File: src/phtp_pkg.sv
// Package for the PES header and timestamp parser.
// Holds widths, header byte offsets, stream id masks, status codes and the
// struct that carries a closed packet from the capture stage to the result stage.
package phtp_pkg;

	localparam int COUNT_BITS = 20;
	localparam int ES_BITS    = 20;
	localparam int TS_BITS    = 33;
	localparam int CALC_BITS  = ((COUNT_BITS > ES_BITS) ? COUNT_BITS : ES_BITS) + 1;

	localparam logic [COUNT_BITS-1:0] COUNT_MAX = {COUNT_BITS{1'b1}};

	// Byte offsets inside the PES packet
	localparam logic [COUNT_BITS-1:0] OFS_SC0     = COUNT_BITS'(0);
	localparam logic [COUNT_BITS-1:0] OFS_SC1     = COUNT_BITS'(1);
	localparam logic [COUNT_BITS-1:0] OFS_SC2     = COUNT_BITS'(2);
	localparam logic [COUNT_BITS-1:0] OFS_ID      = COUNT_BITS'(3);
	localparam logic [COUNT_BITS-1:0] OFS_LEN_HI  = COUNT_BITS'(4);
	localparam logic [COUNT_BITS-1:0] OFS_LEN_LO  = COUNT_BITS'(5);
	localparam logic [COUNT_BITS-1:0] OFS_FLAGS   = COUNT_BITS'(7);
	localparam logic [COUNT_BITS-1:0] OFS_HDR_LEN = COUNT_BITS'(8);
	localparam logic [COUNT_BITS-1:0] OFS_PTS     = COUNT_BITS'(9);
	localparam logic [COUNT_BITS-1:0] OFS_DTS     = COUNT_BITS'(14);
	localparam logic [COUNT_BITS-1:0] OFS_END     = COUNT_BITS'(19);

	localparam logic [7:0] START_ZERO = 8'h00;
	localparam logic [7:0] START_ONE  = 8'h01;
	localparam logic [7:0] AUDIO_MASK = 8'hE0;
	localparam logic [7:0] AUDIO_ID   = 8'hC0;
	localparam logic [7:0] VIDEO_MASK = 8'hF0;
	localparam logic [7:0] VIDEO_ID   = 8'hE0;

	localparam logic [1:0] FLAGS_PTS     = 2'd2;
	localparam logic [1:0] FLAGS_PTS_DTS = 2'd3;

	localparam int MIN_HEADER = 9;

	localparam logic [2:0] ST_OK         = 3'd0;
	localparam logic [2:0] ST_BAD_ID     = 3'd1;
	localparam logic [2:0] ST_SHORT      = 3'd2;
	localparam logic [2:0] ST_HDR_LONG   = 3'd3;
	localparam logic [2:0] ST_PKT_LONG   = 3'd4;
	localparam logic [2:0] ST_NO_TS      = 3'd5;

	typedef struct packed {
		logic                  fire;
		logic                  header_ok;
		logic [COUNT_BITS-1:0] size;
		logic [15:0]           packet_length;
		logic [7:0]            header_length;
		logic [1:0]            flags;
		logic [TS_BITS-1:0]    pts;
		logic [TS_BITS-1:0]    dts;
	} phtp_close_t;

endpackage

File: src/phtp_capture.sv
// Per-packet capture state: byte counter, header checks and timestamp assembly.
// Depends on phtp_pkg; presents the closed packet to the result stage.
module phtp_capture (
	input  logic                clk,
	input  logic                arst_n,
	input  logic                accept,
	input  logic [7:0]          data_byte,
	input  logic                first_byte,
	input  logic                last_byte,
	output phtp_pkg::phtp_close_t close
);
	import phtp_pkg::*;

	logic [COUNT_BITS-1:0] count_q, count_d, idx;
	logic                  collecting_q;
	logic                  header_ok_q, header_ok_d;
	logic [15:0]           plen_q, plen_d;
	logic [1:0]            flags_q, flags_d;
	logic [7:0]            hlen_q, hlen_d;
	logic [TS_BITS-1:0]    pts_q, pts_d, dts_q, dts_d;
	logic                  run;
	logic [COUNT_BITS-1:0] ts_ofs;
	logic [2:0]            ts_k;
	logic                  in_pts, in_dts;
	logic [TS_BITS-1:0]    ts_acc, ts_new;

	assign run = first_byte | collecting_q;
	assign idx = first_byte ? '0 : count_q;

	assign in_pts = (idx >= OFS_PTS) && (idx < OFS_DTS);
	assign in_dts = (idx >= OFS_DTS) && (idx < OFS_END);
	assign ts_ofs = idx - (in_dts ? OFS_DTS : OFS_PTS);
	assign ts_k   = ts_ofs[2:0];
	assign ts_acc = in_dts ? (first_byte ? '0 : dts_q) : (first_byte ? '0 : pts_q);

	// Drop the marker bits and place the byte into its slice of the 33-bit value
	always_comb begin
		ts_new = ts_acc;
		case (ts_k)
			3'd0: ts_new[32:30] = data_byte[3:1];
			3'd1: ts_new[29:22] = data_byte;
			3'd2: ts_new[21:15] = data_byte[7:1];
			3'd3: ts_new[14:7]  = data_byte;
			default: ts_new[6:0] = data_byte[7:1];
		endcase
	end

	always_comb begin
		header_ok_d = first_byte ? 1'b1 : header_ok_q;
		plen_d      = first_byte ? '0 : plen_q;
		flags_d     = first_byte ? '0 : flags_q;
		hlen_d      = first_byte ? '0 : hlen_q;
		pts_d       = first_byte ? '0 : pts_q;
		dts_d       = first_byte ? '0 : dts_q;

		if ((idx == OFS_SC0 || idx == OFS_SC1) && data_byte != START_ZERO)
			header_ok_d = 1'b0;
		if (idx == OFS_SC2 && data_byte != START_ONE)
			header_ok_d = 1'b0;
		if (idx == OFS_ID && (data_byte & AUDIO_MASK) != AUDIO_ID
				&& (data_byte & VIDEO_MASK) != VIDEO_ID)
			header_ok_d = 1'b0;
		if (idx == OFS_LEN_HI)
			plen_d[15:8] = data_byte;
		if (idx == OFS_LEN_LO)
			plen_d[7:0] = data_byte;
		if (idx == OFS_FLAGS)
			flags_d = data_byte[7:6];
		if (idx == OFS_HDR_LEN)
			hlen_d = data_byte;
		if (in_pts)
			pts_d = ts_new;
		if (in_dts)
			dts_d = ts_new;

		// Saturate the count
		count_d = (idx < COUNT_MAX) ? idx + COUNT_BITS'(1) : idx;
	end

	always_ff @(posedge clk or negedge arst_n) begin
		if (!arst_n) begin
			count_q      <= '0;
			collecting_q <= 1'b0;
			header_ok_q  <= 1'b0;
			plen_q       <= '0;
			flags_q      <= '0;
			hlen_q       <= '0;
			pts_q        <= '0;
			dts_q        <= '0;
		end else if (accept && run) begin
			count_q      <= count_d;
			collecting_q <= ~last_byte;
			header_ok_q  <= header_ok_d;
			plen_q       <= plen_d;
			flags_q      <= flags_d;
			hlen_q       <= hlen_d;
			pts_q        <= pts_d;
			dts_q        <= dts_d;
		end
	end

	assign close.fire          = accept & run & last_byte;
	assign close.header_ok     = header_ok_d;
	assign close.size          = count_d;
	assign close.packet_length = plen_d;
	assign close.header_length = hlen_d;
	assign close.flags         = flags_d;
	assign close.pts           = pts_d;
	assign close.dts           = dts_d;

endmodule

File: src/phtp_result.sv
// Status decision and result register with valid/ready output.
// Depends on phtp_pkg; takes the closed packet from phtp_capture.
module phtp_result (
	input  logic                          clk,
	input  logic                          arst_n,
	input  phtp_pkg::phtp_close_t         close,
	output logic                          free,
	output logic                          out_valid,
	input  logic                          out_ready,
	output logic [2:0]                    status,
	output logic [phtp_pkg::TS_BITS-1:0]  pts_value,
	output logic [phtp_pkg::TS_BITS-1:0]  dts_value,
	output logic                          dts_present,
	output logic [phtp_pkg::ES_BITS-1:0]  es_length
);
	import phtp_pkg::*;

	logic [CALC_BITS-1:0] size_w, hl_w, pl_w, hdr_end, pkt_end, es_calc;
	logic [2:0]           status_d;
	logic                 ok;
	logic                 valid_q;
	logic [2:0]           status_q;
	logic [TS_BITS-1:0]   pts_q, dts_q;
	logic                 dts_present_q;
	logic [ES_BITS-1:0]   es_q;

	assign size_w  = CALC_BITS'(close.size);
	assign hl_w    = CALC_BITS'(close.header_length);
	assign pl_w    = CALC_BITS'(close.packet_length);
	assign hdr_end = hl_w + CALC_BITS'(MIN_HEADER);
	assign pkt_end = pl_w + hdr_end;
	assign es_calc = (pl_w != '0) ? pl_w : size_w - hdr_end;

	always_comb begin
		if (size_w >= CALC_BITS'(4) && !close.header_ok)
			status_d = ST_BAD_ID;
		else if (size_w < CALC_BITS'(MIN_HEADER))
			status_d = ST_SHORT;
		else if (size_w < hdr_end)
			status_d = ST_HDR_LONG;
		else if (pl_w != '0 && pkt_end > size_w)
			status_d = ST_PKT_LONG;
		else if (close.flags == FLAGS_PTS && size_w >= CALC_BITS'(OFS_DTS))
			status_d = ST_OK;
		else if (close.flags == FLAGS_PTS_DTS && size_w >= CALC_BITS'(OFS_END))
			status_d = ST_OK;
		else
			status_d = ST_NO_TS;
	end

	assign ok   = (status_d == ST_OK);
	assign free = ~valid_q | out_ready;

	always_ff @(posedge clk or negedge arst_n) begin
		if (!arst_n) begin
			valid_q <= 1'b0;
		end else if (free) begin
			valid_q <= close.fire;
		end
	end

	// Load a new result only when the register is free
	always_ff @(posedge clk) begin
		if (free && close.fire) begin
			status_q      <= status_d;
			pts_q         <= ok ? close.pts : '0;
			dts_q         <= (ok && close.flags == FLAGS_PTS_DTS) ? close.dts : '0;
			dts_present_q <= ok && close.flags == FLAGS_PTS_DTS;
			es_q          <= ok ? es_calc[ES_BITS-1:0] : '0;
		end
	end

	assign out_valid   = valid_q;
	assign status      = status_q;
	assign pts_value   = pts_q;
	assign dts_value   = dts_q;
	assign dts_present = dts_present_q;
	assign es_length   = es_q;

endmodule

File: src/pes_header_timestamp_parser.sv
// Top level of the PES header and timestamp parser.
// Depends on phtp_pkg, phtp_capture and phtp_result.
//
//   channel   handshake              payload
//   in        in_valid / in_ready    data_byte, first_byte, last_byte
//   out       out_valid / out_ready  status, pts_value, dts_value, dts_present, es_length
//
// One byte is taken per cycle while in_ready is high; a packet's result
// sits in the output register the cycle after its closing byte is accepted.
// Reset clears the packet state and the output valid flag.
// in_ready drops only while a result waits in the output register and
// out_ready is low; the register is reloaded in the cycle it is taken.
module pes_header_timestamp_parser (
	input  logic                          clk,
	input  logic                          arst_n,
	input  logic                          in_valid,
	output logic                          in_ready,
	input  logic [7:0]                    data_byte,
	input  logic                          first_byte,
	input  logic                          last_byte,
	output logic                          out_valid,
	input  logic                          out_ready,
	output logic [2:0]                    status,
	output logic [phtp_pkg::TS_BITS-1:0]  pts_value,
	output logic [phtp_pkg::TS_BITS-1:0]  dts_value,
	output logic                          dts_present,
	output logic [phtp_pkg::ES_BITS-1:0]  es_length
);
	import phtp_pkg::*;

	phtp_close_t close;
	logic        free;

	assign in_ready = free;

	phtp_capture u_capture (
		.clk        (clk),
		.arst_n     (arst_n),
		.accept     (in_valid & free),
		.data_byte  (data_byte),
		.first_byte (first_byte),
		.last_byte  (last_byte),
		.close      (close)
	);

	phtp_result u_result (
		.clk         (clk),
		.arst_n      (arst_n),
		.close       (close),
		.free        (free),
		.out_valid   (out_valid),
		.out_ready   (out_ready),
		.status      (status),
		.pts_value   (pts_value),
		.dts_value   (dts_value),
		.dts_present (dts_present),
		.es_length   (es_length)
	);

endmodule
File: config.mk
export PLATFORM = sky130hd
export DESIGN_NAME = pes_header_timestamp_parser
export DESIGN_NICKNAME = d
export VERILOG_FILES = /design/src/phtp_pkg.sv /design/src/phtp_capture.sv /design/src/phtp_result.sv /design/src/pes_header_timestamp_parser.sv
export SDC_FILE = /design/constraint.sdc
export NUM_CORES = 1
export LEC_CHECK = 0
export ABC_AREA = 0
export BUFFER_PORTS_ARGS = -buffer_cell sky130_fd_sc_hd__buf_2
export CAP_MARGIN = 30
export CORE_MARGIN = 5
export CORE_UTILIZATION = 60
export DETAILED_ROUTE_END_ITERATION = 10
export PLACE_DENSITY = 0.8
export SLEW_MARGIN = 20
export SYNTH_ARGS = -nofsm -noshare
export SYNTH_HDL_FRONTEND = slang
export SYNTH_SLANG_ARGS = --single-unit
File: constraint.sdc
create_clock -name clk -period 8.9 [get_ports clk]
set_clock_uncertainty 0.1 [all_clocks]
set_input_delay 1.335 -clock clk [delete_from_list [all_inputs] [get_ports clk]]
set_output_delay 1.335 -clock clk [all_outputs]
set_load 0.005 [all_outputs]
==> summary.md <==
| Metric | Value |
|---|---|
| Fmax | 127 MHz |
| Relative slew slack | 36.8% |
| H-tree depth | 1 |
| Final ANT Viol Nets | 0 |
| Sequential-to-total area share from yosys stat | 45.6% |
| Pleak | 5.78 nW |
| Count leader, synth | nand2_1 |
| Commonest cells post-synth | 260 x nand2_1, 124 x a21oi_1, 118 x o21ai_0, 115 x dfrtp_1, 97 x nor2_1 |
| Mapped Cells | 1,371 |
| Initial antenna violation count | 0 |
| Fin. Hold Viols | 0 |
| Slowest CP cell | a2111oi_0 |
| Number of diodes | 0 |
| Initial DRC count | 1,001 |
| Asr flop ratio synth | 56.1% |
| Die Height | 153 µm |
| Area growth from synthesis to layout | 11.9% |
| Final Setup Violations | 0 |
| CP Class | input port to flip-flop |
| Gr ovfl total | 0 |
| Syn nets | 1,432 |
| Routed WL | 32,800 µm |
| Mapped Area | 0.0122 mm² |
| CP max FO | 29 |
| GR peak layer | met2 |
| Min Tclk post-route | 7880 ps |
| # nets final | 1,488 |
| Via count | 10,490 |
| Setup_tns | 0 ps |
| Post-synthesis mux area share | 2.49% |
| Core area | 0.0202 mm² |
| Clock Root Buffer | clkbuf_16 |
| XOR/XNOR Fraction of Synth Area | 3.22% |
| Max Transition Viols Final | 0 |
| Sinks on Clock Net | 205 |
| Crit end category | flip-flop |
| Routing usage on met2 | 46.2% |
| GRT Total Usage | 27.6% |
| VDD IR max | 0.000145 V |
| Area leader, netlist | dfrtp_1 |
| Post-route DRC | 0 |
| Synth area leaders | dfrtp_1 23%, edfxtp_1 22%, nand2_1 8.0%, a21oi_1 5.1%, o21ai_0 4.8% |
| RSZ-0062 raised after global routing | false |
| Final cycle utilization of the critical path | 88.6% |
| Post-synth EDFFs | 90 |
| Crit-path max cell delay | 610 ps |
| Critical path launch point type | input port |
| RD Place Congestion | 0.989 |
| Post-synthesis register bit count | 205 |
| Syn Area/Cell | 8.93 µm² |
| Drt wl/cell | 19.2 µm |
| I/O Buffers | 105 |
| Longest Clk Path Bufs | 3 |
| Postcts setup bufs | 0 |
| Distinct cells, synth | 67 |
| Vias in the first global route | 10,157 |
| Critical Path RT | 9050 ps |
| Largest family of logic cells by synthesized area | simple AND/OR/NAND/NOR gates |
| Area of the multi-input gates | 0.00615 mm² |
| Global-route wire length before repair | 53,400 µm |
| Total chip power | 0.00233 W |
| Setup WS pre-CTS | 583 ps |
| Final worst slack | 1020 ps |
| Simple-Gate Fraction of Synth Area | 22.6% |
| Clk Latency, worst-skew pair | 510 ps |
| CTS buffer count | 22 |
| Worst Hold Class | flip-flop to flip-flop |
| Synthesized-area fraction occupied by adder cells | 4.99% |
| Synth warn | 0 |
| Synth Area in Compound Gates | 16.8% |
| DR vias/cell | 6.12 |
| CTS tree | built |
| Pwr dens | 170 mW/mm² |
| Total I/O pin count | 106 |
| Met3 usage in global routing | 4.69% |
| Drt pass-1 iters | 6 |
| Maximum capacitance violations | 0 |
| Most used cell, CP | inv_1 |
| Fraction of layout cells with a size suffix above 1 | 13.2% |
| Pin count of the biggest net entering global routing | 94 |
| Standard-cell rows | 52 |
| Crit path DAT | 8030 ps |
| FF+latch area | 0.00558 mm² |
| Hpwl dp | 22,200 µm |
| Ys flop type | dfrtp_1 |
| Met1 Use GR | 36.6% |
| Status | finished clean |
| Post-CTS Hold Fix Bufs | 0 |
| Die X | 153 µm |
| Post-cts repair resize count | 0 |
| Fill cell count | 1,578 |
| Full die area | 0.0234 mm² |
| Initial Utilization | 60.7% |
| Clock transition at the registers of the reported paths | 50 ps |
| Worst-Margin Slew | 942 ps |
| Synth top area share | 23.5% |
-- critical path, delay by kind of cell --
family | cells | cell delay (ps)
buffers and inverters | 7 | 1110
xor gates and xnor gates | 1 | 100
and+or+nand+nor | 10 | 2080
AOI/OAI and AO/OA | 9 | 2020
adders and majority gates | 4 | 1340
-- cell families (layout without fill, tap and decap cells) --
| group | after synthesis | after routing |
|---|---|---|
| adder cells (fa/ha/maj) | 47 | 47 |
| flip-flops | 205 | 205 |
| buffers and inverters | 134 | 206 |
| AND/OR/NAND/NOR | 564 | 564 |
| AO/OA/AOI/OAI | 346 | 346 |
| multiplexers | 30 | 30 |
| XOR/XNOR | 45 | 45 |
-- flip-flops by register name, indices dropped and copies added (netlist names) --
signal,flops
u_capture.count_q,20
u_capture.header_ok_q,1
u_capture.plen_q,16
u_capture.dts_q,33
u_result.out_valid,1
u_result.dts_value,33
u_result.status,3
u_capture.flags_q,2
u_result.es_length,20
u_capture.hlen_q,8
u_capture.collecting_q,1
u_result.pts_value,33
u_result.dts_present,1
u_capture.pts_q,33
-- stage by stage --
step | cell area [µm²] | cells | hold WS [ps] | utilization (%)
finish | 13700 | 1713 | 374 | 67.9
global route | 13700 | 1713 | 407 | 67.9
CTS | 13600 | 1709 | 379 | 67.6
detailed placement | 12900 | 1669 | 364 | 63.9
global placement | 12900 | 1668 | 354 | 63.8
floorplan | 12200 | 1371 | 338 | -
-- path summary, 6_finish.rpt --
kind                                    endpoint  slack [ps]                  start  depth (start not counted)
setup / recovery           u_result.pts_value[4]        1020             first_byte                         31
hold / removal              u_capture.flags_q[1]         370   u_capture.flags_q[1]                          2
setup reg to reg           u_result.pts_value[4]        1050  u_capture.count_q[12]                         27
hold reg to reg             u_capture.flags_q[1]         370   u_capture.flags_q[1]                          2
max in group asynchronous     u_capture.dts_q[4]        6850                 arst_n                          3
min in group asynchronous   u_capture.plen_q[11]         720                 arst_n                          1
-- placed cells by master, fill, tap and decap left out, drive strengths merged, types with 4 or more instances in the layout --
cell,instances
nand3b,4
nand3,19
nor4,13
clkinv,6
nand2b,8
nor2b,23
buf,127
or3,4
or4,7
xnor2,29
o211ai,4
nor2,98
nor3,24
o21ai,127
a2111oi,4
dfrtp,115
nand2,260
and3,23
xor2,16
nor3b,42
a211oi,8
a22o,34
clkbuf,33
edfxtp,90
mux2,4
or2,5
a21o,8
a21oi,124
and2,9
a211o,5
mux2i,26
inv,38
ha,44
nand4,10
a31oi,12
-- report_power, final --
| group | switching (W) | internal [W] | total, W | leakage [nW] |
|---|---|---|---|---|
| sequential | 0.0000190 | 0.00102 | 0.00104 | 2.44 |
| combinational | 0.000247 | 0.000115 | 0.000362 | 2.97 |
| clock | 0.000363 | 0.000564 | 0.000927 | 0.369 |
-- routing by layer --
layer | up-vias | share of wire [%]
met2 | 513 | 48
met1 | 4928 | 41
met4 | 0 | 3.3
li1 | 4958 | -
met5 | - | 0
met3 | 91 | 8.0
-- final cells by class --
| cell class | instances | area share [%] |
|---|---|---|
| multi-input cells | 1032 | 44.9 |
| flip-flops and latches | 205 | 40.7 |
| repair buffers | 127 | 5.41 |
| clock buffers | 33 | 4.76 |
| well taps | 270 | 2.47 |
| inverters | 39 | 1.08 |
| clock inverters | 7 | 0.694 |
Note: power is estimated with default switching activity, not from simulation.
